**config.mk**
```make
export PLATFORM = sky130hd
export DESIGN_NAME = analog_keypad_decoder_debouncer_unit
export DESIGN_NICKNAME = d
export VERILOG_FILES = /design/src/sv/akdd_pkg.sv /design/src/sv/analog_keypad_decoder_debouncer_unit.sv
export SDC_FILE = /design/constraint.sdc
export NUM_CORES = 1
export LEC_CHECK = 0
export ABC_AREA = 1
export BUFFER_PORTS_ARGS = -buffer_cell sky130_fd_sc_hd__buf_2
export CAP_MARGIN = 30
export CORE_MARGIN = 1
export CORE_UTILIZATION = 55
export DETAILED_ROUTE_END_ITERATION = 16
export PLACE_DENSITY = 0.81
export SLEW_MARGIN = 30
export SYNTH_ARGS = -nofsm -noshare
export SYNTH_HDL_FRONTEND = slang
export SYNTH_SLANG_ARGS = --single-unit
```
**constraint.sdc**
```tcl
create_clock -name clock -period 5.2 [get_ports clock]
set_clock_uncertainty 0.2 [all_clocks]
set_input_delay 0.52 -clock clock [delete_from_list [all_inputs] [get_ports clock]]
set_output_delay 0.52 -clock clock [all_outputs]
set_load 0.01 [all_outputs]
```
**src/sv/akdd_pkg.sv**
```systemverilog
`default_nettype none

package akdd_pkg;

   // Keypad geometry
   localparam int NUM_KEYS = 5;
   localparam int ADC_BITS = 12;
   localparam int KEY_SLOTS = 5;
   localparam int NUM_KEYS_USE = (NUM_KEYS < 1) ? 1 : ((NUM_KEYS > KEY_SLOTS) ? KEY_SLOTS : NUM_KEYS);

   // Field widths
   localparam int SAMPLE_W = 12;
   localparam int TIME_W = 32;
   localparam int INTERVAL_W = 16;
   localparam int COUNT_W = 8;
   localparam int CLASS_W = 3;
   localparam int REQ_DATA_W = ((SAMPLE_W + TIME_W + 7) / 8) * 8;
   localparam int RSP_DATA_W = ((1 + CLASS_W + CLASS_W + 1 + 7) / 8) * 8;
   localparam int CSR_INDEX_W = 3;
   localparam int CSR_DATA_W = 16;

   // Sample mask: ADC resolution within the sample field
   localparam int ADC_USE = (ADC_BITS < SAMPLE_W) ? ADC_BITS : SAMPLE_W;
   localparam logic [SAMPLE_W-1:0] ADC_MASK = SAMPLE_W'((64'd1 << ADC_USE) - 64'd1);

   // Classes
   localparam logic [CLASS_W-1:0] CLASS_NONE = 3'd0;
   localparam logic [CLASS_W-1:0] CLASS_INVALID = 3'd6;
   localparam logic [COUNT_W-1:0] COUNT_MAX = 8'hFF;

   // Item kinds carried in tuser
   localparam logic FUNC_SAMPLE = 1'b0;
   localparam logic FUNC_FETCH = 1'b1;

   // Register indexes
   localparam logic [CSR_INDEX_W-1:0] REG_LEVEL_ONE = 3'd0;
   localparam logic [CSR_INDEX_W-1:0] REG_LEVEL_TWO = 3'd1;
   localparam logic [CSR_INDEX_W-1:0] REG_LEVEL_THREE = 3'd2;
   localparam logic [CSR_INDEX_W-1:0] REG_LEVEL_FOUR = 3'd3;
   localparam logic [CSR_INDEX_W-1:0] REG_LEVEL_FIVE = 3'd4;
   localparam logic [CSR_INDEX_W-1:0] REG_TOLERANCE = 3'd5;
   localparam logic [CSR_INDEX_W-1:0] REG_INTERVAL = 3'd6;
   localparam logic [CSR_INDEX_W-1:0] REG_STABLE_LIMIT = 3'd7;

   // Register reset values
   typedef logic [SAMPLE_W-1:0] level_array_type [KEY_SLOTS];
   localparam level_array_type LEVEL_RESET = '{12'd0, 12'd800, 12'd1600, 12'd2400, 12'd3200};
   localparam logic [SAMPLE_W-1:0] TOLERANCE_RESET = 12'd100;
   localparam logic [INTERVAL_W-1:0] INTERVAL_RESET = 16'd20;
   localparam logic [COUNT_W-1:0] STABLE_LIMIT_RESET = 8'd3;

   // Result word layout
   typedef struct packed {
      logic                key_pending;
      logic [CLASS_W-1:0]  fetched_key;
      logic [CLASS_W-1:0]  raw_key;
      logic                sample_taken;
   } rsp_word_type;

endpackage

`default_nettype wire

```
**src/sv/analog_keypad_decoder_debouncer_unit.sv**
```systemverilog
`default_nettype none

// Resistor-ladder keypad decoder with debounce. Each request word is either an
// ADC sample with its millisecond time (tuser 0) or a fetch of the stable key
// (tuser 1); each produces exactly one response word. A sample is taken only
// once sample_interval_ms has passed since the last taken sample, classified
// against the five key levels, and debounced by a saturating repeat count; a
// fetch hands out a pending stable key once. The block takes one word per clock
// while the response side is not stalled; each word passes through the input
// register and then the response register. That rate holds because the update
// of the debounce state does the classification and the count compare in one
// pass, so the next word sees the new state. Write registers through the csr
// port only while no word is in flight; the block does not enforce this.
module analog_keypad_decoder_debouncer_unit
   import akdd_pkg::*;
(
   input  wire                        clock,
   input  wire                        reset,
   input  wire                        req_tvalid,
   output logic                       req_tready,
   input  wire  [REQ_DATA_W-1:0]      req_tdata,   // adc_sample[11:0], now_ms[43:12], zero pad
   input  wire  [0:0]                 req_tuser,   // func
   output logic                       rsp_tvalid,
   input  wire                        rsp_tready,
   output logic [RSP_DATA_W-1:0]      rsp_tdata,   // sample_taken, raw_key, fetched_key, key_pending
   input  wire                        csr_wr_en,
   input  wire  [CSR_INDEX_W-1:0]     csr_index,
   input  wire  [CSR_DATA_W-1:0]      csr_wdata
);

   // Configuration
   logic [SAMPLE_W-1:0]   level_ff [KEY_SLOTS];
   logic [SAMPLE_W-1:0]   tol_ff;
   logic [INTERVAL_W-1:0] interval_ff;
   logic [COUNT_W-1:0]    limit_ff;

   // Input register
   logic                  stg_vld_ff;
   logic                  stg_func_ff;
   logic [SAMPLE_W-1:0]   stg_sample_ff;
   logic [TIME_W-1:0]     stg_now_ff;

   // Debounce state
   logic [TIME_W-1:0]     last_time_ff, last_time_in;
   logic [CLASS_W-1:0]    last_class_ff, last_class_in;
   logic [COUNT_W-1:0]    count_ff, count_in;
   logic [CLASS_W-1:0]    stable_ff, stable_in;
   logic                  pending_ff, pending_in;

   // Response register
   logic                  rsp_vld_ff;
   rsp_word_type          rsp_word_ff, rsp_word_in;

   logic                  advance;
   logic                  fire;
   logic [SAMPLE_W-1:0]   sample_m;
   logic [SAMPLE_W:0]     top_sum;
   logic                  above_top;
   logic [KEY_SLOTS-1:0]  hit;
   logic [SAMPLE_W-1:0]   diff [KEY_SLOTS];
   logic [CLASS_W-1:0]    raw_class;
   logic [TIME_W-1:0]     elapsed;
   logic                  due;
   logic [COUNT_W-1:0]    count_inc;

   // Handshake: the stage moves on when the response register is free or drains
   assign advance    = !rsp_vld_ff || rsp_tready;
   assign fire       = stg_vld_ff && advance;
   assign req_tready = !stg_vld_ff || advance;
   assign rsp_tvalid = rsp_vld_ff;
   assign rsp_tdata  = RSP_DATA_W'(rsp_word_ff);

   // Classify the sample against the key levels
   always_comb begin
      sample_m  = stg_sample_ff & ADC_MASK;
      top_sum   = {1'b0, level_ff[NUM_KEYS_USE-1]} + {1'b0, tol_ff};
      above_top = {1'b0, sample_m} > top_sum;
      for (int i = 0; i < KEY_SLOTS; i++) begin
         diff[i] = (sample_m >= level_ff[i]) ? (sample_m - level_ff[i])
                                             : (level_ff[i] - sample_m);
         hit[i]  = (i < NUM_KEYS_USE) && (diff[i] <= tol_ff);
      end
      raw_class = CLASS_INVALID;
      for (int i = KEY_SLOTS - 1; i >= 0; i--) begin
         if (hit[i]) begin
            raw_class = CLASS_W'(i + 1);
         end
      end
      if (above_top) begin
         raw_class = CLASS_NONE;
      end
   end

   // Interval check, modulo 2^32
   assign elapsed   = stg_now_ff - last_time_ff;
   assign due       = elapsed >= {{(TIME_W-INTERVAL_W){1'b0}}, interval_ff};
   assign count_inc = (count_ff == COUNT_MAX) ? count_ff : count_ff + 8'd1;

   // Next debounce state and response word
   always_comb begin
      last_time_in  = last_time_ff;
      last_class_in = last_class_ff;
      count_in      = count_ff;
      stable_in     = stable_ff;
      pending_in    = pending_ff;
      rsp_word_in   = '0;
      if (stg_func_ff == FUNC_FETCH) begin
         if (pending_ff) begin
            pending_in              = 1'b0;
            rsp_word_in.fetched_key = stable_ff;
         end
      end else if (due) begin
         last_time_in             = stg_now_ff;
         rsp_word_in.sample_taken = 1'b1;
         rsp_word_in.raw_key      = raw_class;
         if (raw_class == last_class_ff) begin
            count_in = count_inc;
            if (count_inc >= limit_ff && raw_class != stable_ff) begin
               stable_in = raw_class;
               if (raw_class != CLASS_NONE) begin
                  pending_in = 1'b1;
               end
            end
         end else begin
            last_class_in = raw_class;
            count_in      = '0;
         end
      end
      rsp_word_in.key_pending = pending_in;
   end

   // Configuration writes
   always_ff @(posedge clock) begin
      if (reset) begin
         level_ff    <= LEVEL_RESET;
         tol_ff      <= TOLERANCE_RESET;
         interval_ff <= INTERVAL_RESET;
         limit_ff    <= STABLE_LIMIT_RESET;
      end else if (csr_wr_en) begin
         case (csr_index)
            REG_LEVEL_ONE:    level_ff[0] <= csr_wdata[SAMPLE_W-1:0];
            REG_LEVEL_TWO:    level_ff[1] <= csr_wdata[SAMPLE_W-1:0];
            REG_LEVEL_THREE:  level_ff[2] <= csr_wdata[SAMPLE_W-1:0];
            REG_LEVEL_FOUR:   level_ff[3] <= csr_wdata[SAMPLE_W-1:0];
            REG_LEVEL_FIVE:   level_ff[4] <= csr_wdata[SAMPLE_W-1:0];
            REG_TOLERANCE:    tol_ff      <= csr_wdata[SAMPLE_W-1:0];
            REG_INTERVAL:     interval_ff <= csr_wdata[INTERVAL_W-1:0];
            REG_STABLE_LIMIT: limit_ff    <= csr_wdata[COUNT_W-1:0];
            default: ;
         endcase
      end
   end

   // Input register: load on every accepted word
   always_ff @(posedge clock) begin
      if (reset) begin
         stg_vld_ff <= 1'b0;
      end else if (req_tready) begin
         stg_vld_ff <= req_tvalid;
      end
   end

   always_ff @(posedge clock) begin
      if (req_tvalid && req_tready) begin
         stg_func_ff   <= req_tuser[0];
         stg_sample_ff <= req_tdata[SAMPLE_W-1:0];
         stg_now_ff    <= req_tdata[SAMPLE_W+TIME_W-1:SAMPLE_W];
      end
   end

   // Debounce state: advance once per processed word
   always_ff @(posedge clock) begin
      if (reset) begin
         last_time_ff  <= '0;
         last_class_ff <= CLASS_NONE;
         count_ff      <= '0;
         stable_ff     <= CLASS_NONE;
         pending_ff    <= 1'b0;
      end else if (fire) begin
         last_time_ff  <= last_time_in;
         last_class_ff <= last_class_in;
         count_ff      <= count_in;
         stable_ff     <= stable_in;
         pending_ff    <= pending_in;
      end
   end

   // Response register: hold until taken
   always_ff @(posedge clock) begin
      if (reset) begin
         rsp_vld_ff <= 1'b0;
      end else if (fire) begin
         rsp_vld_ff <= 1'b1;
      end else if (rsp_tready) begin
         rsp_vld_ff <= 1'b0;
      end
   end

   always_ff @(posedge clock) begin
      if (fire) begin
         rsp_word_ff <= rsp_word_in;
      end
   end

endmodule

`default_nettype wire

```
==> results of run 1 <==
## synthesized netlist by cell type, drive strengths merged
cell type / count / area, um2
a211oi: 2 / 20.02
a21boi: 4 / 30.03
a21o: 7 / 52.55
a21oi: 288 / 1592
a221oi: 9 / 78.83
a31oi: 10 / 62.56
and2: 3 / 18.77
and3: 1 / 6.260
buf: 10 / 118.9
clkbuf: 29 / 108.9
dfxtp: 145 / 2903
edfxtp: 53 / 1592
fa: 12 / 240.2
ha: 255 / 3191
inv: 459 / 1725
mux2: 4 / 45.04
mux2i: 11 / 110.1
nand2: 529 / 2049
nand3: 81 / 440.4
nand3b: 3 / 22.52
nand4: 19 / 133.9
nor2: 166 / 650.6
nor3: 16 / 85.08
nor3b: 1 / 7.510
nor4: 5 / 31.28
o2111ai: 3 / 32.53
o211ai: 25 / 187.7
o21a: 5 / 37.54
o21ai: 209 / 1046
o21bai: 21 / 157.7
o221a: 1 / 11.26
o221ai: 6 / 52.55
o311ai: 1 / 8.760
o31a: 1 / 8.760
o31ai: 1 / 7.510
o32ai: 3 / 26.28
o41ai: 1 / 8.760
or2: 6 / 37.54
xnor2: 33 / 289.0
xor2: 48 / 420.4
## critical path: cells and delay by family (launching register included)
family / cells / cell delay, ps
adder cells (fa/ha/maj): 2 / 630
buffers and inverters: 3 / 470
XOR/XNOR: 1 / 270
AND/OR/NAND/NOR: 16 / 1790
AO/OA/AOI/OAI: 5 / 860
multiplexers: 1 / 220
flip-flops: 1 / 470
## power by group through the flow
stage / sequential, mW / combinational (mW) / clock [mW]
after CTS: 1.70 / 1.80 / 1.40
after global placement: 1.73 / 1.72 / 0
after global routing: 1.70 / 2.25 / 1.46
after detailed placement: 1.74 / 1.79 / 0
after floorplan: 1.73 / 1.28 / 0
final: 1.69 / 2.02 / 1.39
## flip-flops by register name (all words and copies together) (netlist names), 3 cells and up
register,flops
rsp_tdata,8
count_ff,8
level_ff,60
sample_m,12
stable_ff,3
stg_now_ff,32
last_time_ff,32
limit_ff,8
last_class_ff,3
interval_ff,16
tol_ff,12
## per-layer routing
layer / routed length [um] / global-route usage, % / vias to the layer above / part of all wire [%]
li1: - / - / 8436 / -
met1: 21460 / 37.56 / 7990 / 40
met2: 24530 / 53.23 / 691 / 46
met3: 3923 / 5.402 / 201 / 7.4
met4: 3239 / 19.46 / 0 / 6.1
met5: 0 / 0 / - / 0
## final timing paths
check | from | endpoint | slack [ps] | cells after the start
max reg2reg | sample_m[7] | stable_ff[1] | 190 | 28
max | sample_m[7] | stable_ff[1] | 190 | 28
min | req_tdata[17] | stg_now_ff[5] | 20 | 1
min reg2reg | last_time_ff[17] | last_time_ff[17] | 260 | 2
## cell families (layout without fill, tap and decap cells)
family                     count (synthesis)  in the layout
xor gates and xnor gates                  81             81
adders and majority gates                267            267
buffers and inverters                    498            658
muxes                                     15             15
and+or+nand+nor                          830            830
AOI/OAI and AO/OA                        597            597
DFF                                      198            198
## timing repair
action                     CTS  global route
buffers inserted             0            34
pin swaps                    0            40
gates resized for setup      2           130
setup endpoints to repair   13            17
## cell type report
cell class                      count  area (um2)  share of cell area (%)
Clock buffer                       18       429.2                   2.132
Clock inverter                     14       185.2                  0.9198
Inverter                          459        1735                   8.620
Multi-Input combinational cell   1790       11670                   57.97
Sequential cell                   198        4494                   22.32
Tap cell                          402       503.0                   2.498
Timing Repair Buffer              167        1115                   5.537
==> impl_metrics.toml, run 1 <==
[timing]
finalSetupTns_ps = 0
rsz0062_at_grt = "true"
tightest_slew_ps = 850.1
hold_viol = 0
period_minus_slack_ps = 5015
fin_crit_sh_pct = 96.43
worst_slack_ps = 185.4
finalSetupViolCount = 0
finalMaxSlewViolations = 0
timing.hold.ws_ps = 23.16
max_slew_margin_pct = 43.32
timing.fmax_mhz = 199.4

[clock_network]
ctsHoldBuffers = 0
clkSlewWorstSetupHoldPaths_ps = 80
cts_buffers = 17
cts.sinks = 198
cts_tree = "done"
insertion_delay_ps = 460
ctsRootBufferMaster = "clkbuf_16"
cts_max_level = 4
cts_buffer_depth = 2

[yosys]
synth_compound_area_share_pct = 19.38
synthSimpleGateAreaFrac_pct = 19.74
synth_nets = 2826
synth_seq_cells = 198
synth_top_family_by_area = "simple AND/OR/NAND/NOR gates"
ys_types = 58
avgSynthCellArea_um2 = 7.099
synth_xor_area_share_pct = 4.020
yosysSeqAreaShare_pct = 25.47
netlist_area_mm2 = 0.01765
ys_warn_count = 0
syn_inst = 2486
muxShareOfSynthArea_pct = 0.8792
synthAdderAreaFrac_pct = 19.44

[global_route]
grt_usage_pct = 31.63
antenna_found_initial = 0
grt_overflow = 0
grt_max_degree = 72
grt_pass1_wl_um = 82400
grt_pass1_vias = 16690

[setup_path]
cpMaxStageDelayCell = "edfxtp_1"
max_stage_delay_ps = 470
path_class = "flop to flop"
crit_fanout = 8
startpoint_type = "flop"
arrival_ps = 5170
cp.required_ps = 5360
end_kind = "flop"

[pwr]
power_frac_seq_pct = 33.2
p_leak_nw = 9.685
cellPowerDensity_mw_per_mm2 = 253.7
power_frac_comb_pct = 39.5
switchingPower_mw = 1.987
p_sw_share_pct = 38.89
p_int_mw = 3.121
clkPwrFrac_pct = 27.3
ir_drop_uv = 240.1
power_mw = 5.108

[place]
placement.io_buffers = 78
gp_congestion = 1.016
dp_cells = 2982
post-dp-hpwl_um = 39840
dpl_cell_area_mm2 = 0.01875
pre_cts_slack_ps = -66.53

[layout]
layout_commonest_cell = "nand2_1"
diodes = 0
nFillCells = 2780
final_net_count = 2973
final_cell_mix = "489 x nand2_1, 441 x inv_1, 244 x ha_1"
area_delta_synth_final_pct = 14.09
final_cells = 3048
drive_above_1_share_pct = 14.78
final_cell_area_mm2 = 0.02013
fin_util_pct = 63.80

[drt]
wl_per_cell_um = 17.44
via_per_inst = 5.682
ant_nets = 0
wl_um = 53150
first_iter_violations = 1534
drc = 0
vias = 17320
dr.pass1.iters = 8

[status]
outcome = "complete, no violations"

[floorplan]
fp.dieW_um = 181.1
die_h_um = 181.1
start_util_pct = 55.92
ios = 83
core_area_mm2 = 0.03156
num_rows = 65
die_area_mm2 = 0.03281

[worst_hold_path]
hold_path.class = "input pin to flop"

[run]
drv_cap = 0
(Power assumes the default switching activity.)
==> run 2: changes to the inputs <==
- BUFFER_PORTS_ARGS: -buffer_cell sky130_fd_sc_hd__buf_2 -> not set
- DONT_BUFFER_PORTS: not set -> 1
- PLACE_DENSITY: 0.81 -> 0.78
==> impl_metrics.toml, run 2 (synthesis results as in run 1) <==
[timing]
rsz0062_at_grt = "true"
period_minus_slack_ps = 5144
finalSetupViolCount = 0
tightest_slew_ps = 819.6
finalMaxSlewViolations = 0
timing.fmax_mhz = 194.4
finalSetupTns_ps = 0
hold_viol = 0
max_slew_margin_pct = 45.36
fin_crit_sh_pct = 98.93

[setup_path]
path_class = "flop to flop"
end_kind = "flop"
startpoint_type = "flop"
critPathTopFamily = "simple AND/OR/NAND/NOR gates"
cpMaxStageDelayCell = "edfxtp_1"
cp.required_ps = 5390
arrival_ps = 5330
max_stage_delay_ps = 410
cp_num_buf_inv = 5
crit_fanout = 8
cpMostUsedCell = "nand2_2"

[global_route]
grt_overflow = 0
grt_pass1_vias = 16620
antenna_found_initial = 0
grt_usage_pct = 33.01
grt_max_degree = 79
grt_pass1_wl_um = 84990

[layout]
fin_util_pct = 65.38
largest_registers = "level_ff x60, last_time_ff x32, stg_now_ff x32"
diodes = 0
area_delta_synth_final_pct = 16.92
regMostFlops = "level_ff"
final_cell_mix = "489 x nand2_1, 441 x inv_1, 240 x ha_1"
final_net_count = 2976
drive_above_1_share_pct = 13.14
largest_reg_flops = 60
layout_commonest_cell = "nand2_1"

[drt]
vias = 17130
wl_per_cell_um = 18.04
via_per_inst = 5.614
drc = 0
wl_um = 55030
ant_nets = 0
dr.pass1.iters = 5
first_iter_violations = 1178

[run]
drv_cap = 0

[clock_network]
ctsRootBufferMaster = "clkbuf_16"
cts.sinks = 198
cts_buffers = 17
cts_tree = "done"
insertion_delay_ps = 450
cts_buffer_depth = 2
clkSlewWorstSetupHoldPaths_ps = 80
cts_max_level = 4

[status]
outcome = "complete, no violations"

[pwr]
ir_drop_uv = 214.7
p_leak_nw = 9.774
cellPowerDensity_mw_per_mm2 = 253.2

[floorplan]
die_area_mm2 = 0.03281
ios = 83
die_h_um = 181.1
fp.dieW_um = 181.1
num_rows = 65
core_area_mm2 = 0.03156
start_util_pct = 55.92

[place]
post-dp-hpwl_um = 41560
placement.io_buffers = 0
gp_congestion = 0.9816

[worst_hold_path]
hold_path.class = "input pin to flop"
==> run 2: cell type report <==
type                    instances  area, um2
clock inverters                14      190.2
well taps                     402      503.0
multi-input cells            1790      11730
inverters                     459       1738
fillers                      2810      10920
repair buffers                170       1545
clock buffers                  18      429.2
flip-flops and latches        198       4494
==> run 2: path summary, 6_finish.rpt <==
kind	cells after the start	startpoint	end	slack [ps]
setup / recovery	34	sample_m[3]	stable_ff[2]	60
setup reg to reg	34	sample_m[3]	stable_ff[2]	60
hold / removal	3	reset	pending_ff	8
hold reg to reg	2	level_ff[35]	level_ff[35]	270
==> run 2: through the flow <==
step	setup slack, ps	instance area (um2)	hold WS (ps)	instances	power (mW)
floorplan	626.1	17650	235.3	2486	3.006
global placement	89.71	18720	246.7	2945	3.484
detailed placement	-33.06	18720	255.3	2945	3.532
CTS	46.05	19870	2.727	3028	4.995
global route	-256.6	20630	8.489	3051	5.532
finish	55.79	20630	7.887	3051	5.223
==> run 2: report_power, final <==
| group | switching [mW] | internal [mW] | leakage [nW] | total [mW] |
|---|---|---|---|---|
| Clock | 0.665 | 0.774 | 0.297 | 1.44 |
| Sequential | 0.0427 | 1.66 | 1.70 | 1.70 |
| Combinational | 1.25 | 0.831 | 7.78 | 2.09 |
| Total | 1.96 | 3.26 | 9.77 | 5.22 |
==> run 2: repair_timing <==
item / CTS / global route
pin swaps: 1 / 35
cloned: 0 / 3
hold buffers: 51 / 0
endpoints found under the setup margin: 4 / 16
setup buffers: 0 / 20
endpoints found under the hold margin: 65 / 0
resized for setup: 4 / 138
==> run 2: per-layer routing <==
layer / part of all wire, % / track usage, % / vias up
met5: 0 / 0 / -
li1: - / - / 8459
met2: 46 / 55.94 / 557
met4: 5.4 / 16.20 / 0
met1: 43 / 41.36 / 7962
met3: 5.6 / 4.092 / 151
==> run 2: tightest hold or removal path: stages <==
cell and delay (ps):
nor2_1 20, nand2_1 50, inv_1 30
==> run 3: changes to the inputs <==
- CORE_MARGIN: 1 -> 3
==> impl_metrics.toml, run 3 (synthesis results as in run 1) <==
[setup_path]
cpMostUsedCell = "nand2_1"
max_stage_delay_ps = 480
end_kind = "flop"
arrival_ps = 5200
crit_fanout = 8
cp.required_ps = 5400
path_class = "flop to flop"
cpMaxStageDelayCell = "edfxtp_1"
startpoint_type = "flop"

[timing]
timing.hold.ws_ps = 11.95
timing.fmax_mhz = 199.6
finalSetupViolCount = 0
fin_crit_sh_pct = 96.32
period_minus_slack_ps = 5009
tightest_slew_ps = 857.1
hold_viol = 0
max_slew_margin_pct = 42.86
finalMaxSlewViolations = 0

[clock_network]
insertion_delay_ps = 460
cts_tree = "done"
ctsRootBufferMaster = "clkbuf_16"
cts_max_level = 4
clkSlewWorstSetupHoldPaths_ps = 90
cts_buffers = 17
cts_buffer_depth = 2
cts.sinks = 198

[layout]
final_net_count = 2985
fin_util_pct = 66.51
largest_registers = "level_ff x60, last_time_ff x32, stg_now_ff x32"
area_delta_synth_final_pct = 17.09
regMostFlops = "level_ff"
largest_reg_flops = 60
layout_commonest_cell = "nand2_1"
drive_above_1_share_pct = 13.32
final_cell_mix = "494 x nand2_1, 442 x inv_1, 239 x ha_1"

[pwr]
cellPowerDensity_mw_per_mm2 = 250.3
clkPwrFrac_pct = 27.2
power_mw = 5.172
ir_drop_uv = 207.0
p_sw_share_pct = 38.39
power_frac_seq_pct = 32.9
p_int_mw = 3.186
power_frac_comb_pct = 39.8
p_leak_nw = 9.800
switchingPower_mw = 1.986

[place]
placement.io_buffers = 0
post-dp-hpwl_um = 40630
gp_congestion = 0.9904

[drt]
vias = 17180
wl_per_cell_um = 18.05
wl_um = 55140
dr.pass1.iters = 6
ant_nets = 0
via_per_inst = 5.623
first_iter_violations = 1310
drc = 0

[floorplan]
ios = 83
num_rows = 64
start_util_pct = 56.80
core_area_mm2 = 0.03107
die_area_mm2 = 0.03427
fp.dieW_um = 185.1
die_h_um = 185.1

[global_route]
grt_overflow = 0
grt_pass1_vias = 16480
grt_usage_pct = 31.33
grt_pass1_wl_um = 84270
grt_max_degree = 89
antenna_found_initial = 0

[run]
drv_cap = 0

[status]
outcome = "complete, no violations"

[worst_hold_path]
hold_path.class = "input pin to flop"
-- run 3: cell type report --
| cell class | count | area, um2 |
|---|---|---|
| Antenna cell | 1 | 2.502 |
| Clock buffer | 17 | 425.4 |
| Clock inverter | 15 | 201.4 |
| Fill cell | 2711 | 10410 |
| Inverter | 459 | 1740 |
| Multi-Input combinational cell | 1790 | 11720 |
| Sequential cell | 198 | 4494 |
| Tap cell | 396 | 495.5 |
| Timing Repair Buffer | 179 | 1587 |
-- run 3: worst paths after layout --
kind / end / from / cells after the start / slack, ps
worst max-delay path: count_ff[0] / sample_m[2] / 32 / 190
worst min-delay path: limit_ff[0] / csr_wdata[0] / 2 / 10
worst max register to register: count_ff[0] / sample_m[2] / 32 / 190
worst min register to register: level_ff[35] / level_ff[35] / 2 / 260
-- run 3: what timing repair did --
| item | in CTS | in global routing |
|---|---|---|
| endpoints found under the hold margin | 74 | 9 |
| gates resized for setup | 1 | 160 |
| hold buffers | 58 | 1 |
| pin swaps | 0 | 40 |
| cloned | 0 | 1 |
| endpoints found under the setup margin | 4 | 15 |
| buffers inserted | 3 | 29 |
-- run 3: power by group through the flow --
stage	Clock, mW	Sequential, mW	Combinational [mW]
6_report	1.41	1.70	2.06
5_1_grt	1.48	1.71	2.30
4_1_cts	1.43	1.71	1.83
3_5_place_dp	0	1.75	1.78
3_3_place_gp	0	1.74	1.72
2_1_floorplan	0	1.73	1.28
-- run 3: routing by layer --
metal  GRT usage (%)  share of wire, %  vias to the layer above
li1                -                 -                     8471
met1           39.97                42                     7859
met2           50.64                45                      685
met3           6.834               8.6                      162
met4           14.80               4.9                        0
met5               0                 0                        -
-- run 3: per-stage QoR --
stage / setup WS (ps) / std cells / TNS (ps) / area, um2
final: 191.1 / 3055 / 0 / 20660
after global routing: -79.67 / 3054 / -181.3 / 20660
after CTS: 4.019 / 3023 / 0 / 19830
after detailed placement: -1.644 / 2930 / -1.644 / 18590
after global placement: 87.07 / 2930 / 0 / 18580
after floorplan: 626.1 / 2486 / 0 / 17650
-- run 3: critical path: cells and delay by family (launching register included) --
kind | cells | cell delay, ps
flops | 1 | 480
xor+xnor | 1 | 130
buf+inv | 7 | 910
fa+ha+maj | 2 | 670
simple gates | 19 | 2310
compound gates | 3 | 230
